## src/hdl/rcd_pkg.sv

```systemverilog
package rcd_pkg;

  localparam int unsigned COL_CAP_DEF = 1024;

  localparam int unsigned CFG_W     = 11;
  localparam int unsigned CFG_IDX_W = 1;

  localparam int unsigned BYTE_W    = 8;
  localparam int unsigned KIND_W    = 2;
  localparam int unsigned COLUMN_W  = 10;
  localparam int unsigned RKIND_W   = 2;
  localparam int unsigned RECNUM_W  = 32;
  localparam int unsigned LEN_W     = 16;

  // configuration register indexes
  localparam logic [CFG_IDX_W-1:0] REG_RECORD_COLUMNS = 1'd0;
  localparam logic [CFG_IDX_W-1:0] REG_COUNT_ONLY     = 1'd1;

  // result kinds
  localparam logic [KIND_W-1:0] KIND_DATA  = 2'd0;
  localparam logic [KIND_W-1:0] KIND_NULL  = 2'd1;
  localparam logic [KIND_W-1:0] KIND_EMPTY = 2'd2;
  localparam logic [KIND_W-1:0] KIND_EOT   = 2'd3;

  // record kinds
  localparam logic [RKIND_W-1:0] RKIND_NORMAL = 2'd0;
  localparam logic [RKIND_W-1:0] RKIND_LOB    = 2'd1;
  localparam logic [RKIND_W-1:0] RKIND_WIDE   = 2'd2;
  localparam logic [RKIND_W-1:0] RKIND_SINGLE = 2'd3;

  // column markers
  localparam logic [BYTE_W-1:0] MRK_NULL  = 8'hFF;
  localparam logic [BYTE_W-1:0] MRK_EMPTY = 8'h00;
  localparam logic [BYTE_W-1:0] MRK_LEN2  = 8'hFE;

  // header bytes
  localparam logic [BYTE_W-1:0] HDR_EOT0    = 8'h00;
  localparam logic [BYTE_W-1:0] HDR_EOT1    = 8'hFF;
  localparam logic [BYTE_W-1:0] HDR_NORMAL0 = 8'h01;
  localparam logic [BYTE_W-1:0] HDR_NORMAL1 = 8'h04;
  localparam logic [BYTE_W-1:0] HDR_LOB0    = 8'h08;
  localparam logic [BYTE_W-1:0] HDR_LOB1    = 8'h09;
  localparam logic [BYTE_W-1:0] HDR_WIDE0   = 8'h18;
  localparam logic [BYTE_W-1:0] HDR_WIDE1   = 8'h19;
  localparam logic [BYTE_W-1:0] HDR_WIDE2   = 8'h1C;
  localparam logic [BYTE_W-1:0] HDR_WIDE3   = 8'h2C;
  localparam logic [BYTE_W-1:0] HDR_WIDE4   = 8'h3C;
  localparam logic [BYTE_W-1:0] HDR_SINGLE  = 8'h0C;

  localparam logic [RECNUM_W-1:0] RECNUM_MAX = '1;

endpackage

```

## src/hdl/rcd_if.sv

```systemverilog
interface rcd_in_if;
  logic                        valid;
  logic                        ready;
  logic [rcd_pkg::BYTE_W-1:0]  data_byte;

  modport source (output valid, output data_byte, input ready);
  modport sink   (input valid, input data_byte, output ready);
endinterface

interface rcd_out_if;
  logic                          valid;
  logic                          ready;
  logic [rcd_pkg::KIND_W-1:0]    kind;
  logic [rcd_pkg::COLUMN_W-1:0]  column;
  logic [rcd_pkg::BYTE_W-1:0]    value_byte;
  logic                          column_end;
  logic                          record_end;
  logic [rcd_pkg::RKIND_W-1:0]   record_kind;
  logic [rcd_pkg::RECNUM_W-1:0]  record_number;

  modport source (output valid, output kind, output column, output value_byte,
                  output column_end, output record_end, output record_kind,
                  output record_number, input ready);
  modport sink   (input valid, input kind, input column, input value_byte,
                  input column_end, input record_end, input record_kind,
                  input record_number, output ready);
endinterface

```

## src/hdl/record_column_deframer.sv

```systemverilog
// channel   dir  handshake        payload
// cfg       in   cfg_we_i         cfg_idx_i, cfg_data_i
// in_i      in   valid / ready    data_byte
// out_o     out  valid / ready    kind, column, value_byte, column_end, record_end,
//                                 record_kind, record_number
//
// One byte request per clock while in_i.ready is high; each byte updates the parse
// state and yields at most one result, held in a single output register the next cycle.
// in_i.ready is high while the output register is empty or being drained, so a
// held result that out_o does not take blocks in_i in that same cycle.
// Reset (rst_ni, async low) returns to header parsing with all counters cleared.
module record_column_deframer #(
  parameter int unsigned COL_CAP = rcd_pkg::COL_CAP_DEF
) (
  input  logic                          clk_i,
  input  logic                          rst_ni,
  input  logic                          cfg_we_i,
  input  logic [rcd_pkg::CFG_IDX_W-1:0] cfg_idx_i,
  input  logic [rcd_pkg::CFG_W-1:0]     cfg_data_i,
  rcd_in_if.sink                        in_i,
  rcd_out_if.source                     out_o
);

  localparam int unsigned CIW = (COL_CAP > 1) ? $clog2(COL_CAP) : 1;
  localparam int unsigned LW  = $clog2(COL_CAP + 1);

  typedef enum logic [4:0] {
    PH_HEADER = 5'b00001,
    PH_MARKER = 5'b00010,
    PH_LEN_LO = 5'b00100,
    PH_LEN_HI = 5'b01000,
    PH_DATA   = 5'b10000
  } phase_e;

  phase_e                          phase_q, phase_d;
  logic [CIW-1:0]                  col_q, col_d;
  logic [rcd_pkg::LEN_W-1:0]       left_q, left_d;
  logic [rcd_pkg::RKIND_W-1:0]     rkind_q, rkind_d;
  logic [rcd_pkg::RECNUM_W-1:0]    recs_q, recs_d;
  logic [LW-1:0]                   lim_q, lim_new;
  logic                            cnt_only_q;

  logic                            ovalid_q, ovalid_d;
  logic [rcd_pkg::KIND_W-1:0]      okind_q, okind_d;
  logic [rcd_pkg::COLUMN_W-1:0]    ocol_q, ocol_d;
  logic [rcd_pkg::BYTE_W-1:0]      oval_q, oval_d;
  logic                            ocend_q, ocend_d;
  logic                            orend_q, orend_d;
  logic [rcd_pkg::RKIND_W-1:0]     orkind_q, orkind_d;
  logic [rcd_pkg::RECNUM_W-1:0]    orec_q, orec_d;

  logic                            in_acc, emit;
  logic                            fin;
  logic [rcd_pkg::KIND_W-1:0]      fin_kind;
  logic [rcd_pkg::BYTE_W-1:0]      fin_val;
  logic [LW-1:0]                   col_plus;
  logic                            rec_end;
  logic [rcd_pkg::BYTE_W-1:0]      b;

  assign in_i.ready = !ovalid_q || out_o.ready;
  assign in_acc     = in_i.valid && in_i.ready;
  assign b          = in_i.data_byte;
  assign col_plus   = LW'(col_q) + LW'(1);
  assign rec_end    = col_plus >= lim_q;

  always_comb begin
    if (cfg_data_i == '0) begin
      lim_new = LW'(1);
    end else if (32'(cfg_data_i) > 32'(COL_CAP)) begin
      lim_new = LW'(COL_CAP);
    end else begin
      lim_new = LW'(cfg_data_i);
    end
  end

  always_ff @(posedge clk_i or negedge rst_ni) begin
    if (!rst_ni) begin
      lim_q      <= LW'(1);
      cnt_only_q <= 1'b0;
    end else if (cfg_we_i) begin
      case (cfg_idx_i)
        rcd_pkg::REG_RECORD_COLUMNS: lim_q      <= lim_new;
        rcd_pkg::REG_COUNT_ONLY:     cnt_only_q <= cfg_data_i[0];
        default: ;
      endcase
    end
  end

  always_comb begin
    phase_d  = phase_q;
    col_d    = col_q;
    left_d   = left_q;
    rkind_d  = rkind_q;
    recs_d   = recs_q;
    emit     = 1'b0;
    fin      = 1'b0;
    fin_kind = rcd_pkg::KIND_DATA;
    fin_val  = '0;
    okind_d  = rcd_pkg::KIND_DATA;
    ocol_d   = rcd_pkg::COLUMN_W'(col_q);
    oval_d   = '0;
    ocend_d  = 1'b0;
    orend_d  = 1'b0;
    orkind_d = rkind_q;
    orec_d   = recs_q;

    case (phase_q)
      PH_MARKER: begin
        if (b == rcd_pkg::MRK_NULL) begin
          fin      = 1'b1;
          fin_kind = rcd_pkg::KIND_NULL;
        end else if (b == rcd_pkg::MRK_EMPTY) begin
          fin      = 1'b1;
          fin_kind = rcd_pkg::KIND_EMPTY;
        end else if (b == rcd_pkg::MRK_LEN2) begin
          phase_d = PH_LEN_LO;
        end else begin
          left_d  = rcd_pkg::LEN_W'(b);
          phase_d = PH_DATA;
        end
      end
      PH_LEN_LO: begin
        left_d  = rcd_pkg::LEN_W'(b);
        phase_d = PH_LEN_HI;
      end
      PH_LEN_HI: begin
        left_d  = {b, left_q[7:0]};
        phase_d = PH_DATA;
      end
      PH_DATA: begin
        if (left_q == '0) begin
          fin      = 1'b1;
          fin_kind = rcd_pkg::KIND_EMPTY;
        end else begin
          left_d = left_q - rcd_pkg::LEN_W'(1);
          if (left_q == rcd_pkg::LEN_W'(1)) begin
            fin      = 1'b1;
            fin_kind = rcd_pkg::KIND_DATA;
            fin_val  = b;
          end else begin
            emit   = !cnt_only_q;
            oval_d = b;
          end
        end
      end
      PH_HEADER: begin
        case (b)
          rcd_pkg::HDR_EOT0, rcd_pkg::HDR_EOT1: begin
            emit     = 1'b1;
            okind_d  = rcd_pkg::KIND_EOT;
            ocol_d   = '0;
            orkind_d = rcd_pkg::RKIND_NORMAL;
            recs_d   = '0;
            col_d    = '0;
            left_d   = '0;
            rkind_d  = rcd_pkg::RKIND_NORMAL;
          end
          rcd_pkg::HDR_NORMAL0, rcd_pkg::HDR_NORMAL1: begin
            rkind_d = rcd_pkg::RKIND_NORMAL;
            phase_d = PH_MARKER;
          end
          rcd_pkg::HDR_LOB0, rcd_pkg::HDR_LOB1: begin
            rkind_d = rcd_pkg::RKIND_LOB;
            phase_d = PH_MARKER;
          end
          rcd_pkg::HDR_WIDE0, rcd_pkg::HDR_WIDE1, rcd_pkg::HDR_WIDE2,
          rcd_pkg::HDR_WIDE3, rcd_pkg::HDR_WIDE4: begin
            rkind_d = rcd_pkg::RKIND_WIDE;
            phase_d = PH_MARKER;
          end
          rcd_pkg::HDR_SINGLE: begin
            rkind_d = rcd_pkg::RKIND_SINGLE;
            phase_d = PH_MARKER;
          end
          default: ;
        endcase
        if (phase_d == PH_MARKER) begin
          col_d  = '0;
          left_d = '0;
        end
      end
      default: phase_d = PH_HEADER;
    endcase

    if (fin) begin
      emit    = !cnt_only_q || rec_end;
      okind_d = fin_kind;
      oval_d  = fin_val;
      ocend_d = 1'b1;
      orend_d = rec_end;
      if (rec_end) begin
        if (recs_q != rcd_pkg::RECNUM_MAX) begin
          recs_d = recs_q + rcd_pkg::RECNUM_W'(1);
        end
        phase_d = PH_HEADER;
        col_d   = '0;
      end else begin
        col_d   = CIW'(col_plus);
        phase_d = PH_MARKER;
      end
    end
  end

  assign ovalid_d = (in_acc && emit) || (ovalid_q && !out_o.ready);

  always_ff @(posedge clk_i or negedge rst_ni) begin
    if (!rst_ni) begin
      phase_q  <= PH_HEADER;
      col_q    <= '0;
      left_q   <= '0;
      rkind_q  <= rcd_pkg::RKIND_NORMAL;
      recs_q   <= '0;
      ovalid_q <= 1'b0;
    end else begin
      ovalid_q <= ovalid_d;
      if (in_acc) begin
        phase_q <= phase_d;
        col_q   <= col_d;
        left_q  <= left_d;
        rkind_q <= rkind_d;
        recs_q  <= recs_d;
      end
    end
  end

  always_ff @(posedge clk_i) begin
    if (in_acc && emit) begin
      okind_q  <= okind_d;
      ocol_q   <= ocol_d;
      oval_q   <= oval_d;
      ocend_q  <= ocend_d;
      orend_q  <= orend_d;
      orkind_q <= orkind_d;
      orec_q   <= orec_d;
    end
  end

  assign out_o.valid         = ovalid_q;
  assign out_o.kind          = okind_q;
  assign out_o.column        = ocol_q;
  assign out_o.value_byte    = oval_q;
  assign out_o.column_end    = ocend_q;
  assign out_o.record_end    = orend_q;
  assign out_o.record_kind   = orkind_q;
  assign out_o.record_number = orec_q;

`ifndef ASSERT_OFF
  a_cnt_only: assert property (@(posedge clk_i) disable iff (!rst_ni)
    in_acc && emit && cnt_only_q |=> out_o.record_end || out_o.kind == rcd_pkg::KIND_EOT)
    else $error("count-only mode produced a plain column result");

  a_eot_clean: assert property (@(posedge clk_i) disable iff (!rst_ni)
    out_o.valid && out_o.kind == rcd_pkg::KIND_EOT |-> !out_o.column_end && !out_o.record_end)
    else $error("end-of-table result carries column flags");

  a_recs_mono: assert property (@(posedge clk_i) disable iff (!rst_ni)
    in_acc && phase_q != PH_HEADER |=> recs_q >= $past(recs_q))
    else $error("record counter went backwards");

  a_col_range: assert property (@(posedge clk_i) disable iff (!rst_ni)
    phase_q != PH_HEADER |-> LW'(col_q) < lim_q || $past(cfg_we_i))
    else $error("column index beyond record column count");
`endif

endmodule

```

## src/flat_wrapper.sv

```systemverilog
// flat-port wrapper written by rule: the top's interface ports become plain ports
module record_column_deframer_flat 
#(
  parameter int unsigned COL_CAP = rcd_pkg::COL_CAP_DEF
)
  (clk_i, rst_ni, cfg_we_i, cfg_idx_i, cfg_data_i, in_i_valid, in_i_data_byte, in_i_ready, out_o_valid, out_o_kind, out_o_column, out_o_value_byte, out_o_column_end, out_o_record_end, out_o_record_kind, out_o_record_number, out_o_ready);
  rcd_in_if in_i_i ();
  rcd_out_if out_o_i ();
  input  logic clk_i;
  input  logic rst_ni;
  input  logic cfg_we_i;
  input  logic [rcd_pkg::CFG_IDX_W-1:0] cfg_idx_i;
  input  logic [rcd_pkg::CFG_W-1:0] cfg_data_i;
  input wire logic [$bits(in_i_i.valid)-1:0] in_i_valid;
  input wire logic [$bits(in_i_i.data_byte)-1:0] in_i_data_byte;
  output wire logic [$bits(in_i_i.ready)-1:0] in_i_ready;
  output wire logic [$bits(out_o_i.valid)-1:0] out_o_valid;
  output wire logic [$bits(out_o_i.kind)-1:0] out_o_kind;
  output wire logic [$bits(out_o_i.column)-1:0] out_o_column;
  output wire logic [$bits(out_o_i.value_byte)-1:0] out_o_value_byte;
  output wire logic [$bits(out_o_i.column_end)-1:0] out_o_column_end;
  output wire logic [$bits(out_o_i.record_end)-1:0] out_o_record_end;
  output wire logic [$bits(out_o_i.record_kind)-1:0] out_o_record_kind;
  output wire logic [$bits(out_o_i.record_number)-1:0] out_o_record_number;
  input wire logic [$bits(out_o_i.ready)-1:0] out_o_ready;
  assign in_i_i.valid = in_i_valid;
  assign in_i_i.data_byte = in_i_data_byte;
  assign in_i_ready = in_i_i.ready;
  assign out_o_valid = out_o_i.valid;
  assign out_o_kind = out_o_i.kind;
  assign out_o_column = out_o_i.column;
  assign out_o_value_byte = out_o_i.value_byte;
  assign out_o_column_end = out_o_i.column_end;
  assign out_o_record_end = out_o_i.record_end;
  assign out_o_record_kind = out_o_i.record_kind;
  assign out_o_record_number = out_o_i.record_number;
  assign out_o_i.ready = out_o_ready;
  record_column_deframer #(.COL_CAP(COL_CAP)) u_core (.clk_i(clk_i), .rst_ni(rst_ni), .cfg_we_i(cfg_we_i), .cfg_idx_i(cfg_idx_i), .cfg_data_i(cfg_data_i), .in_i(in_i_i), .out_o(out_o_i));
endmodule
```

## config.mk

```make
export PLATFORM = sky130hd
export DESIGN_NAME = record_column_deframer_flat
export DESIGN_NICKNAME = d
export VERILOG_FILES = /design/src/hdl/rcd_pkg.sv /design/src/hdl/rcd_if.sv /design/src/hdl/record_column_deframer.sv /design/src/flat_wrapper.sv
export SDC_FILE = /design/constraint.sdc
export NUM_CORES = 1
export LEC_CHECK = 0
export ABC_AREA = 1
export BUFFER_PORTS_ARGS = -buffer_cell sky130_fd_sc_hd__buf_2
export CELL_PAD_IN_SITES_DETAIL_PLACEMENT = 0
export CELL_PAD_IN_SITES_GLOBAL_PLACEMENT = 1
export CORE_ASPECT_RATIO = 0.6
export CORE_MARGIN = 2
export CORE_UTILIZATION = 40
export DETAILED_ROUTE_END_ITERATION = 10
export GPL_TIMING_DRIVEN = 0
export PLACE_DENSITY_LB_ADDON = 0.1
export SYNTH_ARGS = -nofsm -noshare
export SYNTH_HDL_FRONTEND = slang
export SYNTH_SLANG_ARGS = --single-unit
export TNS_END_PERCENT = 30
```

## constraint.sdc

```tcl
create_clock -name clk_i -period 5.3 [get_ports clk_i]
set_input_delay 1.06 -clock clk_i [delete_from_list [all_inputs] [get_ports clk_i]]
set_output_delay 1.06 -clock clk_i [all_outputs]
set_load 0.03 [all_outputs]
```

After elaboration in Yosys (flattened, before gate mapping)
Cells that the tools add are included.
W data, S select, Z words.
{"block": "totals", "output_inout_bits": 58, "regBits": 134, "elab_cells": 135, "input_bits": 25}
{"block": "classes", "n_bitwise": 2, "n_lt_le_gt_ge": 2, "n_eq_ne": 28, "n_reduce_logical": 28, "addsub": 3, "mux": 56}
{"cell": "$mux W32", "n": 5}
{"cell": "$mux W16", "n": 6}
{"cell": "$pmux W16 S5", "n": 1}
{"cell": "$mux W10", "n": 6}
{"cell": "$mux W8", "n": 7}
{"cell": "$add A32 B1 Y32 const B", "n": 1}
{"cell": "$ne A32 B32 Y1 const B", "n": 1}
{"cell": "$mux W5", "n": 6}
{"cell": "$pmux W5 S5", "n": 1}
{"cell": "$eq A8 B4 Y1 const B", "n": 3}
{"cell": "$eq A8 B5 Y1 const B", "n": 3}
{"cell": "$mux W11", "n": 2}
{"cell": "$mux W2", "n": 9}
{"cell": "$eq A16 B1 Y1 const B", "n": 1}
{"cell": "$eq A8 B6 Y1 const B", "n": 2}
{"cell": "$eq A8 B8 Y1 const B", "n": 2}
{"cell": "$logic_not A16 Y1", "n": 1}
{"cell": "$sub A16 B1 Y16 const B", "n": 1}
{"cell": "$add A10 B1 Y11 const B", "n": 1}
{"cell": "$ge A11 B11 Y1", "n": 1}
{"cell": "$gt A11 B11 Y1 const B", "n": 1}
{"cell": "$logic_not A11 Y1", "n": 1}
{"cell": "$eq A5 B2 Y1 const B", "n": 2}
{"cell": "$reduce_or A10 Y1", "n": 1}
{"cell": "other kinds (29)", "n": 54}

Longest topological paths before layout
Gate-level depths: netlist (run 1).
{"block": "logic_depth", "word_depth": 8, "ltp_mapped": 19, "depth_no_buf": 19}

Worst setup path before layout (run 1)
OpenSTA, ideal clock, no wires.
{"block": "synth_path", "path_kind": "flip-flop to flip-flop", "from": "register u_core.col_q[0]", "to": "register u_core.ocol_q, in the netlist u_core.out_o.column[0] (enable)", "stages_incl_launch_ff": 19, "path_buffers": 1, "arrival_time_ns": 3.430, "setup_slack_ns": 1.459, "period_less_slack_ns": 3.841, "setup_time_ns": 0.410, "t_required_ns": 4.890, "cell_sequence": "dfrtp_1 ha_1 nand3_1 inv_1 nand2_1 xor2_1 inv_1 ha_1 nand2_1 nor2_1 nand2_1 nor2_1 nor2_1 nand2_2 inv_1 clkbuf_1 nand3_1 nand3_1 inv_1"}
{"block": "synth_via", "elab_chain_len": 5}
{"item": "start: declaration", "line_no": "record_column_deframer.sv:36", "rtl": "logic [CIW-1:0] col_q, col_d;"}
{"item": "start signal: assignment", "line_no": "record_column_deframer.sv:218", "rtl": "col_q <= col_d;"}
{"item": "$add A10 B1 Y11", "line_no": "record_column_deframer.sv:63", "rtl": "assign col_plus = LW'(col_q) + LW'(1);"}
{"item": "$ge A11 B11 Y1", "line_no": "record_column_deframer.sv:64", "rtl": "assign rec_end = col_plus >= lim_q;"}
{"item": "$logic_or A1 B1 Y1", "line_no": "record_column_deframer.sv:186", "rtl": "emit = !cnt_only_q || rec_end;"}
{"item": "$mux W1", "line_no": "record_column_deframer.sv:185", "rtl": "if (fin) begin"}
{"item": "$logic_and A1 B1 Y1", "line_no": "record_column_deframer.sv:227", "rtl": "if (in_acc && emit) begin"}
{"item": "end signal: assignment", "line_no": "record_column_deframer.sv:229", "rtl": "ocol_q <= ocol_d;"}
{"item": "end: declaration", "line_no": "record_column_deframer.sv:45", "rtl": "logic [rcd_pkg::COLUMN_W-1:0] ocol_q, ocol_d;"}
Every way passes these cells.
A chain may end at the register's enable or synchronous reset.

Final worst setup path (run 1)
{"block": "layout_path", "from": "register u_core.col_q[0]", "to": "register u_core.oval_q, in the netlist u_core.out_o.value_byte[0] (enable)"}
{"block": "layout_via", "elab_chain_len": 5}
{"item": "$add A10 B1 Y11", "line_no": "record_column_deframer.sv:63"}
{"item": "$ge A11 B11 Y1", "line_no": "record_column_deframer.sv:64"}
{"item": "$logic_or A1 B1 Y1", "line_no": "record_column_deframer.sv:186"}
{"item": "$mux W1", "line_no": "record_column_deframer.sv:185"}
{"item": "$logic_and A1 B1 Y1", "line_no": "record_column_deframer.sv:227"}
{"item": "end signal: assignment", "line_no": "record_column_deframer.sv:230", "rtl": "oval_q <= oval_d;"}
{"item": "end: declaration", "line_no": "record_column_deframer.sv:46", "rtl": "logic [rcd_pkg::BYTE_W-1:0] oval_q, oval_d;"}
Every way passes these cells.

==> results of run 1 <==
worst paths after layout:
check | end | depth (start not counted) | start | slack, ps
max in group asynchronous | u_core.phase_q[0] | 2 | rst_ni | 4100
min | u_core.out_o.record_number[18] | 0 | u_core.orec_d[18] | 450
min in group asynchronous | u_core.left_q[8] | 1 | rst_ni | 530
min reg2reg | u_core.out_o.record_number[18] | 0 | u_core.orec_d[18] | 450
max | u_core.out_o.value_byte[0] | 17 | u_core.col_q[0] | 1250
max reg2reg | u_core.out_o.value_byte[0] | 17 | u_core.col_q[0] | 1250
report_power, final:
part	total, mW	switching, mW	internal (mW)
clock network	1.12	0.442	0.676
logic	0.688	0.462	0.226
registers	1.19	0.0574	1.14
cell usage in the layout (no fill, tap or decap), drive strengths merged, types with 3 or more instances in the layout:
cell and instances:
nand2 322, nor2 143, inv 131, buf 100, nand3 94, dfrtp 76, edfxtp 56, o21ai 51
clkbuf 37, a21oi 31, nand4 26, ha 16, nor3 15, xor2 13, o22ai 7, clkinv 6
xnor2 4, o21a 4, or2 4, nor4 3, nor3b 3, nand3b 3, o22a 3
through the flow:
| step | setup WS [ps] | power (mW) |
|---|---|---|
| finish | 1250 | 3.00 |
| floorplan | 1460 | 1.71 |
| detailed placement | 1250 | 1.89 |
| global placement | 270 | 1.89 |
| CTS | 1230 | 3.02 |
| global route | 838 | 3.17 |
cells by family (layout without fill, tap and decap cells):
| kind of cell | count (synthesis) | after routing | share of synthesized area (%) |
|---|---|---|---|
| compound gates | 105 | 105 | 8.12 |
| fa+ha+maj | 16 | 16 | 2.49 |
| xor+xnor | 17 | 17 | 1.85 |
| buf+inv | 160 | 275 | 8.32 |
| flops | 134 | 134 | 45.2 |
| simple gates | 614 | 614 | 34.0 |
final cells by class:
type | instances | area (sq um) | share of cell area (%)
clock inverters | 6 | 51.3 | 0.547
clock buffers | 26 | 489 | 5.21
inverters | 132 | 498 | 5.31
multi-input cells | 752 | 3740 | 39.9
flip-flops and latches | 134 | 3640 | 38.7
well taps | 273 | 342 | 3.64
repair buffers | 83 | 455 | 4.85
plain buffers | 28 | 171 | 1.83
critical path, cell delays in order (launching register included):
cell and delay, ps:
dfrtp_1 470, ha_1 240, nand3_1 130, inv_1 140
nand2_1 110, xor2_1 240, inv_1 70, ha_1 290
inv_1 50, nor3b_1 230, a21oi_1 90, nand2_2 240
inv_1 90, clkbuf_1 250, nand3_1 160, nand3_1 140
inv_2 490, buf_12 300
sequential cells by signal, summed over array words and instances, names as in the netlist:
name and cells:
u_core.orec_d 32, u_core.out_o.record_number 32, u_core.left_q 16, u_core.lim_q 11, u_core.col_q 10, u_core.out_o.column 10, u_core.out_o.value_byte 8, u_core.phase_q 5
u_core.out_o.kind 2, u_core.out_o.record_kind 2, u_core.rkind_q 2, u_core.cnt_only_q 1, u_core.out_o.column_end 1, u_core.out_o.record_end 1, u_core.out_o.valid 1
layer usage:
layer  up-vias  routed length (um)  part of all wire (%)
met2       242                8060                    34
met3        16                1730                   7.4
met4         0                 200                  0.85
met5         -                   0                     0
li1       3608                   -                     -
met1      3381               13500                    57
==> run summary, run 1 <==
The run finished with clean final reports. The routed wire length was 23.5 mm; the async set or reset register ratio after synthesis was 58.2%. The number of instances in the placed design is 1402, and the count of instances resized after the clock tree is built is 0. The share of the Yosys chip area taken by registers is 45.2%. The largest fanout on the critical path is 32, and the time the final worst path needs with I/O delays and setup is 4050 ps.

The classification of the worst-slack hold path is reg -> reg. Buffers inserted to repair hold after CTS numbered 0. In the global route stage, met1 resource usage came out at 40.1%. The logs give 1046 for the post-synthesis instance total and 4170 ps for the data arrival time of the critical path.

In the routed layout, each cell is associated on average with a via count of 5.05. Derived from the worst setup path, the maximum achievable clock frequency is 247 MHz. At the later pin of the worst-skew pair, clock insertion delay measures 430 ps. VDD sags by at most 0.241 mV. The synthesized netlist occupies a cell area of 8050 sq um.

The clock tree synthesis step divided the H-tree into 4 levels. In this run the tool buffered the top-level ports with 81 buffer cells. Dividing the detail-routed wire length by the instance count gives 16.4 um. Routability-driven placement finished with a final weighted congestion of 0.903. In the post-synthesis netlist, the cell with the most instances is nand2_1. The number of nets produced by synthesis came out at 1087. The worst hold margin came out at 447 ps.

After synthesis, the most frequently instantiated cells are nand2_1 (309), inv_1 (125), nor2_1 (124), nand3_1 (86), dfrtp_1 (76). The Yosys step of the flow raised 0 warnings. For the static power due to leakage, the log shows 4.44 nW.

0 antenna diodes ended up in the layout. For the worst slew slack as a fraction of its limit, the log shows 51.2%. For met3 alone, demand over resource in global routing was 5.35%. At the end of the flow the core is filled with cells to 47.2%. The tools report the post-placement cell area as 8840 sq um.

The number of design-rule violations left by the first detailed-router iteration was 721. After synthesis, the cell types taking the most area are dfrtp_1 (24%), edfxtp_1 (21%), nand2_1 (14%), inv_1 (5.8%), nor2_1 (5.8%). The run gives 134 as the number of sinks driven by the clock tree. For the final database, setup skew stands at 11.1 ps. The synthesized area per cell is 7.69 sq um. The pin count of the biggest net entering global routing came out at 59.

The setup-violating endpoint count in the final report was 0; the area growth from synthesis to layout was 16.6%. The fraction of final layout cells sized beyond drive strength 1 was 16.5%. The logs give 0 for the max-capacitance violation count and 1189 for the net count of the finished layout. The tools report the number of I/O pins as 83. The tools report the element type at the critical path end as a register. The final period utilization was 76.4%; the required time reported for the critical path endpoint was 5420 ps.

The total area inside the core boundary comes to 19900 sq um. Buffers inserted during clock tree synthesis total 17. The via count of the first global-routing pass came out at 6485.

The routed layout has 7247 vias. The clock-pin slew on the worst setup and hold paths was 60 ps. The final number of hold-violating endpoints was 0. Count of standard-cell rows: 40. The overall overflow remaining after global route was 0. For this run, the leading register cell type out of synthesis is dfrtp_1. The actual transition at the worst max-transition pin was 732 ps.

The first detailed-routing pass ran for 5 iterations. The number of antenna violations at the first check in global routing came out at 0. Summed over all instances, the cell type with the most area after synthesis is dfrtp_1. The tools report the root buffer cell as clkbuf_16. The half-perimeter wire length after placement is 17.7 mm. Area share of the largest cell type after synthesis: 23.6%. The layer carrying the most global-route usage was met1. The post-synthesis register bit count is 134, and the overall routing resource usage is 23.1%. Setup repair after global routing left no endpoint under its margin. In this run the deepest clock path goes through 2 buffers. The die area came out at 21300 sq um. The first global-routing pass estimated 37.6 mm of wire. Power spread over the standard cell area amounts to 320 nW/um^2. The horizontal die dimension was 187 um. In the routed design, unresolved DRC markers number 0. The count of final max-slew check failures came out at 0. After filler insertion, the fill cell instance count of the layout stands at 1990. In this run the post-CTS setup repair buffer count came out at 0. The y dimension of the die was 114 um.

Global routing consumed, on the met2 layer, 26.8% of the routing resources. TritonCTS built the clock tree. After the flow finishes, the layout carries non-filler instances totaling 1434. After synthesis, the netlist uses 49 different library cells. For the remaining antenna violation count, the log shows 0.

The worst setup path is of the reg -> reg kind. The initial core utilization was 40.5%; the sum of negative setup slack was 0 ps. Counting flops with a built-in enable in the synthesized netlist gives 56. STA classifies the critical path startpoint as a register. The final design instance area without fill is 9380 sq um.
Note: power is estimated with default switching activity, not from simulation.
==> run 2, diff against run 1 <==
==> constraint.sdc (replaced) <==
create_clock -name clk_i -period 3.3 [get_ports clk_i]
set_input_delay 0.66 -clock clk_i [delete_from_list [all_inputs] [get_ports clk_i]]
set_output_delay 0.66 -clock clk_i [all_outputs]
set_load 0.03 [all_outputs]
==> run summary, run 2 (synthesized netlist as in run 1, its figures left out) <==
The cell depth of the worst flop-to-flop path was 18 (+1). The start of the worst register-to-register path is u_core.col_q[1]. The logs give 0 (unchanged) for the overall overflow remaining after global route and 0 ps (unchanged) for the sum of negative setup slack.

Worst-skew pair later-pin latency: 440 ps (about the same). The tools report the routed wire length as 24.2 mm (+3.2%). The number of antenna violations at the first check in global routing was 0 (unchanged); the actual transition at the worst max-transition pin was 769 ps (+36.9 ps). For the remaining antenna violation count, the log shows 0 (unchanged). The signal on the critical path passes through nand2_2, nor3_4, nand3_2, xor2_1, inv_1, ha_1, nand2_2, inv_1, a21oi_1, nand2_1, nor2_2, nand2_4, inv_2, clkbuf_8, nand3_2, nand3_4, clkinvlp_4, clkbuf_16. The run gives 19900 sq um (unchanged) as the core area. The capture point of the worst reg-to-reg path is u_core.out_o.record_number[18]. Placement-stage worst setup slack: -1140 ps (-2390 ps). For the H-tree level count, the log shows 4 (unchanged). The count of port buffers added during placement is 81 (unchanged). The final number of hold-violating endpoints was 0 (unchanged). Setup-violating endpoint count in the final report: 0 (unchanged). The run gives 2 (unchanged) as the number of buffers on the longest clock path. Leaving out fill and tap cells, the most frequent cell in the layout is nand2_1.

The horizontal die dimension came out at 187 um (unchanged). The tools report the element type at the critical path end as a register. The final setup slack of the worst path was 160 ps (-1090 ps); the worst clock skew was 15.0 ps (+3.83 ps).

The data arrival time of the critical path was 3330 ps (-840 ps); the detailed-route vias per instance was 5.00 (-0.99%). The worst hold margin is 198 ps (-249 ps). Classification of the worst-slack hold path: in -> async. The number of I/O pins is 83 (unchanged), and the count of final max-slew check failures is 0 (unchanged). The power density of the placed cells is 500 nW/um^2 (+56%). In the layout the commonest cells are nand2_1 (306), inv_1 (121), nor2_1 (121). The pin count of the biggest net entering global routing was 44 (-25%); the switching part of the total power was 32.4% (+0.31 points). The tools report the root buffer cell as clkbuf_16.

TritonCTS built the clock tree. The peak ir drop on the vdd network came out at 0.438 mV (+82%). Setup repair after global routing could not meet its margin everywhere.

Number of standard cells in the layout, taps in and fillers out: 1459 (+1.7%). The required time reported for the critical path endpoint came out at 3490 ps (-1930 ps). The initial core utilization was 40.5% (unchanged).

The run gives 9770 sq um (+4.1%) as the final design instance area without fill. The post-route total power is 4.88 mW (+63%). The run finished with clean final reports.

The routed wire length per instance came out at 16.6 um (+1.5%). The overall routing resource usage was 23.6% (+0.44 points); the timing-limited maximum frequency was 318 MHz (+29%). The logs give 0 (unchanged) for the diode insertion count for antenna repair and 23.2% (+0.3 points) for the part of the total power dissipated in combinational logic. The final core area utilization is 49.2% (+1.9 points), and the max-capacitance violation count is 0 (unchanged). The final period utilization is 95.2% (+19 points), and the die area is 21300 sq um (unchanged). The run gives 37.5% (+0.2 points) as the share of power burned in the clock network.

The number of hold buffers added after cts was 0 (unchanged); the largest fanout on the critical path was 10 (-69%). Number of iterations in the first detailed-routing pass: 7 (+2). Kind of cell adding the most delay to the critical path: simple AND/OR/NAND/NOR gates. The y dimension of the die came out at 114 um (unchanged). Clock-pin slew on the worst setup and hold paths: 60 ps (about the same). The post-placement cell area is 8870 sq um (+0.31%). The delay of the slowest critical-path stage is 420 ps (-70 ps), and the number of DRC violations after detailed routing is 0 (unchanged).

Compared with the post-synthesis result, the final layout area differs by 21.4%. On the critical path, the stage with the largest delay is an instance of dfrtp_2. The run gives 38.0 mm (+1.2%) as the wire length of the first global-routing pass.

The buffers plus inverters on the worst setup path was 6 (-1); the clock buffer count from CTS was 17 (unchanged). For the power spent charging and discharging nets, the log shows 1.58 mW (+64%). The run gives 4.60 nW (+3.6%) as the static power due to leakage. The worst setup path is launched from a register.

The number of sinks driven by the clock tree is 134 (unchanged). The logs give 7300 (+0.73%) for the total number of vias and 40 (unchanged) for the count of standard-cell rows. The via count of the first global-routing pass is 6427 (-0.89%).

The run gives 0.890 (-1.5%) as the final weighted congestion of routability-driven global placement. The logs give 1401 (-0.071%) for the number of instances in the placed design and 48.8% (-2.5 points) for the worst slew slack as a fraction of its limit. For the half-perimeter wire length after placement, the log shows 17.3 mm (-2.7%). The logs give 556 (-23%) for the number of design-rule violations left by the first detailed-router iteration and 39.3% (-0.5 points) for the fraction of power consumed by sequential logic.

The fraction of final layout cells sized beyond drive strength 1 came out at 20.7% (+4.2 points). The time the final worst path needs with I/O delays and setup was 3140 ps (-910 ps). The worst reg-to-reg setup slack was 160 ps (-1090 ps); the internal power consumption was 3.30 mW (+62%). The net count of the finished layout is 1214 (+2.1%). Type of the setup path with the least slack: reg -> reg.
## run 2: cell count changes in the layout (fill, tap and decap cells not counted), sizes merged
cell	change
clkbuf	-5
buf	+21
clkinv	+3
bufinv	+1
clkinvlp	+6
inv	-1
## run 2: worst max-delay path by stage
stage	start	endpoint	depth (start not counted)
5_1_grt	u_core.col_q[7]	u_core.out_o.value_byte[3]	19
4_1_cts	u_core.col_q[5]	u_core.out_o.record_number[11]	18
6_report	u_core.col_q[1]	u_core.out_o.record_number[18]	18
2_1_floorplan	u_core.col_q[0]	u_core.out_o.column[0]	18
3_5_place_dp	u_core.col_q[0]	u_core.out_o.record_number[7]	17
3_3_place_gp	u_core.col_q[0]	u_core.out_o.record_number[7]	17
## run 2: layer usage
layer	GRT usage (%)	routed length (um)
met1	39.9	13700
met2	27.6	8410
met3	6.12	1900
met4	6.51	226
met5	0.452	0
## run 2: cell type report
class / count / area (sq um)
Inverter: 132 / 502
Sequential cell: 134 / 3640
Timing Repair Buffer: 105 / 677
Buffer: 28 / 181
Clock buffer: 20 / 437
Tap cell: 273 / 342
Multi-Input combinational cell: 752 / 3850
Timing Repair inverter: 3 / 22.5
Clock inverter: 12 / 111
Fill cell: 2009 / 10100
## run 2: power by group through the flow
stage | registers [mW] | logic, mW | clock network, mW
finish | 1.92 | 1.13 | 1.83
detailed placement | 1.95 | 1.10 | 0
CTS | 1.92 | 1.11 | 1.87
global route | 1.93 | 1.28 | 1.94
global placement | 1.95 | 1.09 | 0
floorplan | 1.93 | 0.820 | 0
## run 2: what timing repair did
item	in CTS	in global routing
endpoints found under the setup margin	56	56
setup buffers	9	13
pin swaps	3	7
cloned	3	1
resized for setup	10	20
==> run 3, diff against run 2 <==
--- a/config.mk
+++ b/config.mk
@@ -12,6 +12,7 @@
 export CORE_ASPECT_RATIO = 0.6
 export CORE_MARGIN = 2
 export CORE_UTILIZATION = 40
+export CTS_CLUSTER_SIZE = 24
 export DETAILED_ROUTE_END_ITERATION = 10
 export GPL_TIMING_DRIVEN = 0
 export PLACE_DENSITY_LB_ADDON = 0.1
==> constraint.sdc (replaced) <==
create_clock -name clk_i -period 3.7 [get_ports clk_i]
set_input_delay 0.74 -clock clk_i [delete_from_list [all_inputs] [get_ports clk_i]]
set_output_delay 0.74 -clock clk_i [all_outputs]
set_load 0.03 [all_outputs]
==> run summary, run 3 (synthesized netlist as in run 1, its figures left out) <==
The run finished with clean final reports. The H-tree level count was 4 (unchanged); the via count of the first global-routing pass was 6501 (+1.2%). The post-route total power came out at 4.40 mW (-10%). The filler cell count in the final layout is 2038 (+1.4%). The tools report the number of iterations in the first detailed-routing pass as 5 (-2). Launching element type of the critical path: a register. For the peak ir drop on the vdd network, the log shows 0.321 mV (-27%). The routed wire length was 24.3 mm (+0.42%); the combined area of the multi-input logic cells was 3760 sq um (-2.3%). The root buffer cell chosen for the clock tree is clkbuf_16. The number of I/O pins came out at 83 (unchanged). Worst clock skew: 13.6 ps (-1.38 ps).

The y dimension of the die works out to 114 um (unchanged). The number of sinks driven by the clock tree was 134 (unchanged). The tools report the element type at the critical path end as a register. The library cell used most frequently in the layout, excluding fill and tap cells, is nand2_1. For the count of final max-slew check failures, the log shows 0 (unchanged). The diode insertion count for antenna repair came out at 0 (unchanged). Placement-stage worst setup slack: -1280 ps (-140 ps).

The tools report the worst hold margin as 259 ps (+60.7 ps). Setup repair after global routing left no endpoint under its margin. The largest fanout on the critical path was 14 (+4). The half-perimeter wire length after placement was 17.6 mm (+2.2%); the count of standard-cell rows was 40 (unchanged).

The tools report the final number of hold-violating endpoints as 0 (unchanged). The tools report the worst reg-to-reg setup slack as 300 ps (+140 ps). Required time reported for the critical path endpoint: 3820 ps (+330 ps). The number of design-rule violations left by the first detailed-router iteration came out at 696 (+25%). TritonCTS built the clock tree.

The time the final worst path needs with I/O delays and setup was 3400 ps (+264 ps); the number of buffers on the longest clock path was 2 (unchanged). The detailed-route vias per instance was 5.04 (+0.82%); the final weighted congestion of routability-driven global placement was 0.890 (about the same). Relative to the synthesized area, the layout overhead comes to 18.1%. The initial core utilization came out at 40.5% (unchanged).

For the worst-skew pair later-pin latency, the log shows 440 ps (about the same). The setup path with the least slack is of type reg -> reg. The final period utilization came out at 92.0% (-3.1 points).

The max-capacitance violation count came out at 0 (unchanged). The sequential cell area in the final layout is 3640 sq um (-0.10%), and the final setup slack of the worst path is 296 ps (+136 ps). The setup-violating endpoint count in the final report came out at 0 (unchanged).

The classification of the worst-slack hold path is in -> async. The pin count of the biggest net entering global routing was 50 (+14%); the actual transition at the worst max-transition pin was 694 ps (-74.7 ps). The library cells used most frequently in the layout, excluding fill and tap cells, are nand2_1 (309), nor2_1 (124), inv_1 (123).

The static power due to leakage was 4.46 nW (-2.9%); the overall overflow remaining after global route was 0 (unchanged). The routed wire length per instance was 16.9 um (+1.6%); the clock-pin slew on the worst setup and hold paths was 60 ps (about the same). The run gives 23.5% (-0.044 points) as the overall routing resource usage. For the data arrival time of the critical path, the log shows 3520 ps (+190 ps). The horizontal die dimension is 187 um (unchanged), and the fraction of final layout cells sized beyond drive strength 1 is 18.2% (-2.5 points).

The tools report the final core area utilization as 47.8% (-1.3 points). The logs give 19900 sq um (unchanged) for the core area and 9500 sq um (-2.7%) for the final design instance area without fill. The power density of the placed cells is 463 nW/um^2 (-7.5%).

The die area was 21300 sq um (unchanged); the worst slew slack as a fraction of its limit was 53.7% (+5.0 points). The number of antenna violations at the first check in global routing is 1 (+1). The logs give 1197 (-1.4%) for the net count of the finished layout and 8830 sq um (-0.49%) for the post-placement cell area. For the number of hold buffers added after cts, the log shows 0 (unchanged).

For the total number of vias, the log shows 7274 (-0.36%). The wire length of the first global-routing pass is 38.1 mm (about the same), and the count of port buffers added during placement is 81 (unchanged). The timing-limited maximum frequency was 294 MHz (-7.8%); the number of DRC violations after detailed routing was 0 (unchanged). The clock buffer count from CTS was 17 (unchanged); the remaining antenna violation count was 0 (unchanged).
==> run 3: cell type report <==
cell class	count	area share [%]
timing repair inverter	3	0.237
tap	273	3.59
clock buffer	19	4.66
sequential	134	38.3
multi-input combinational	752	39.6
buffer	27	1.76
timing repair buffer	89	5.14
clock inverter	13	1.40
inverter	132	5.32
==> run 3: final timing paths <==
kind | startpoint | endpoint | depth (start not counted)
max in group asynchronous | rst_ni | u_core.lim_q[0] | 2
setup reg to reg | u_core.col_q[0] | u_core.out_o.value_byte[6] | 18
hold / removal | rst_ni | u_core.left_q[11] | 1
hold reg to reg | u_core.orec_d[18] | u_core.out_o.record_number[18] | 0
min in group clk_i | u_core.orec_d[18] | u_core.out_o.record_number[18] | 0
setup / recovery | u_core.col_q[0] | u_core.out_o.value_byte[6] | 18
==> run 3: critical path, stage by stage (launching register included) <==
cell and delay, ps:
dfrtp_2 460, ha_1 250, nand3_1 130, inv_1 90
nand2_1 110, xor2_1 240, inv_1 70, ha_1 290
nand2_1 50, nor2_1 150, nand2_1 70, nor2_1 90
nor2_1 70, nand2_4 150, clkinvlp_4 130, nand3_1 130
nand3_4 200, clkinvlp_4 140, buf_4 260
==> run 3: through the flow <==
stage	setup TNS [ps]	std cells
floorplan	0	1046
global placement	-64770	1400
detailed placement	-71690	1401
CTS	0	1442
global route	0	1442
finish	0	1442
==> run 3: layer usage <==
| metal | up-vias | GRT usage, % | wire (um) |
|---|---|---|---|
| li1 | 3617 | - | - |
| met1 | 3404 | 39.9 | 13700 |
| met2 | 238 | 28.7 | 8590 |
| met3 | 13 | 5.72 | 1870 |
| met4 | 2 | 4.44 | 139 |
| met5 | - | 0 | 11 |
==> run 3: repair_timing <==
| item | in CTS | in global routing |
|---|---|---|
| setup endpoints to repair | 56 | 56 |
| cloned | 3 | 0 |
| setup buffers | 7 | 0 |
| gates resized for setup | 5 | 4 |
==> run 3: report_power, final <==
part / total [mW] / internal, mW / switching [mW]
sequential: 1.71 / 1.63 / 0.0845
clock: 1.69 / 1.00 / 0.690
combinational: 0.990 / 0.327 / 0.663
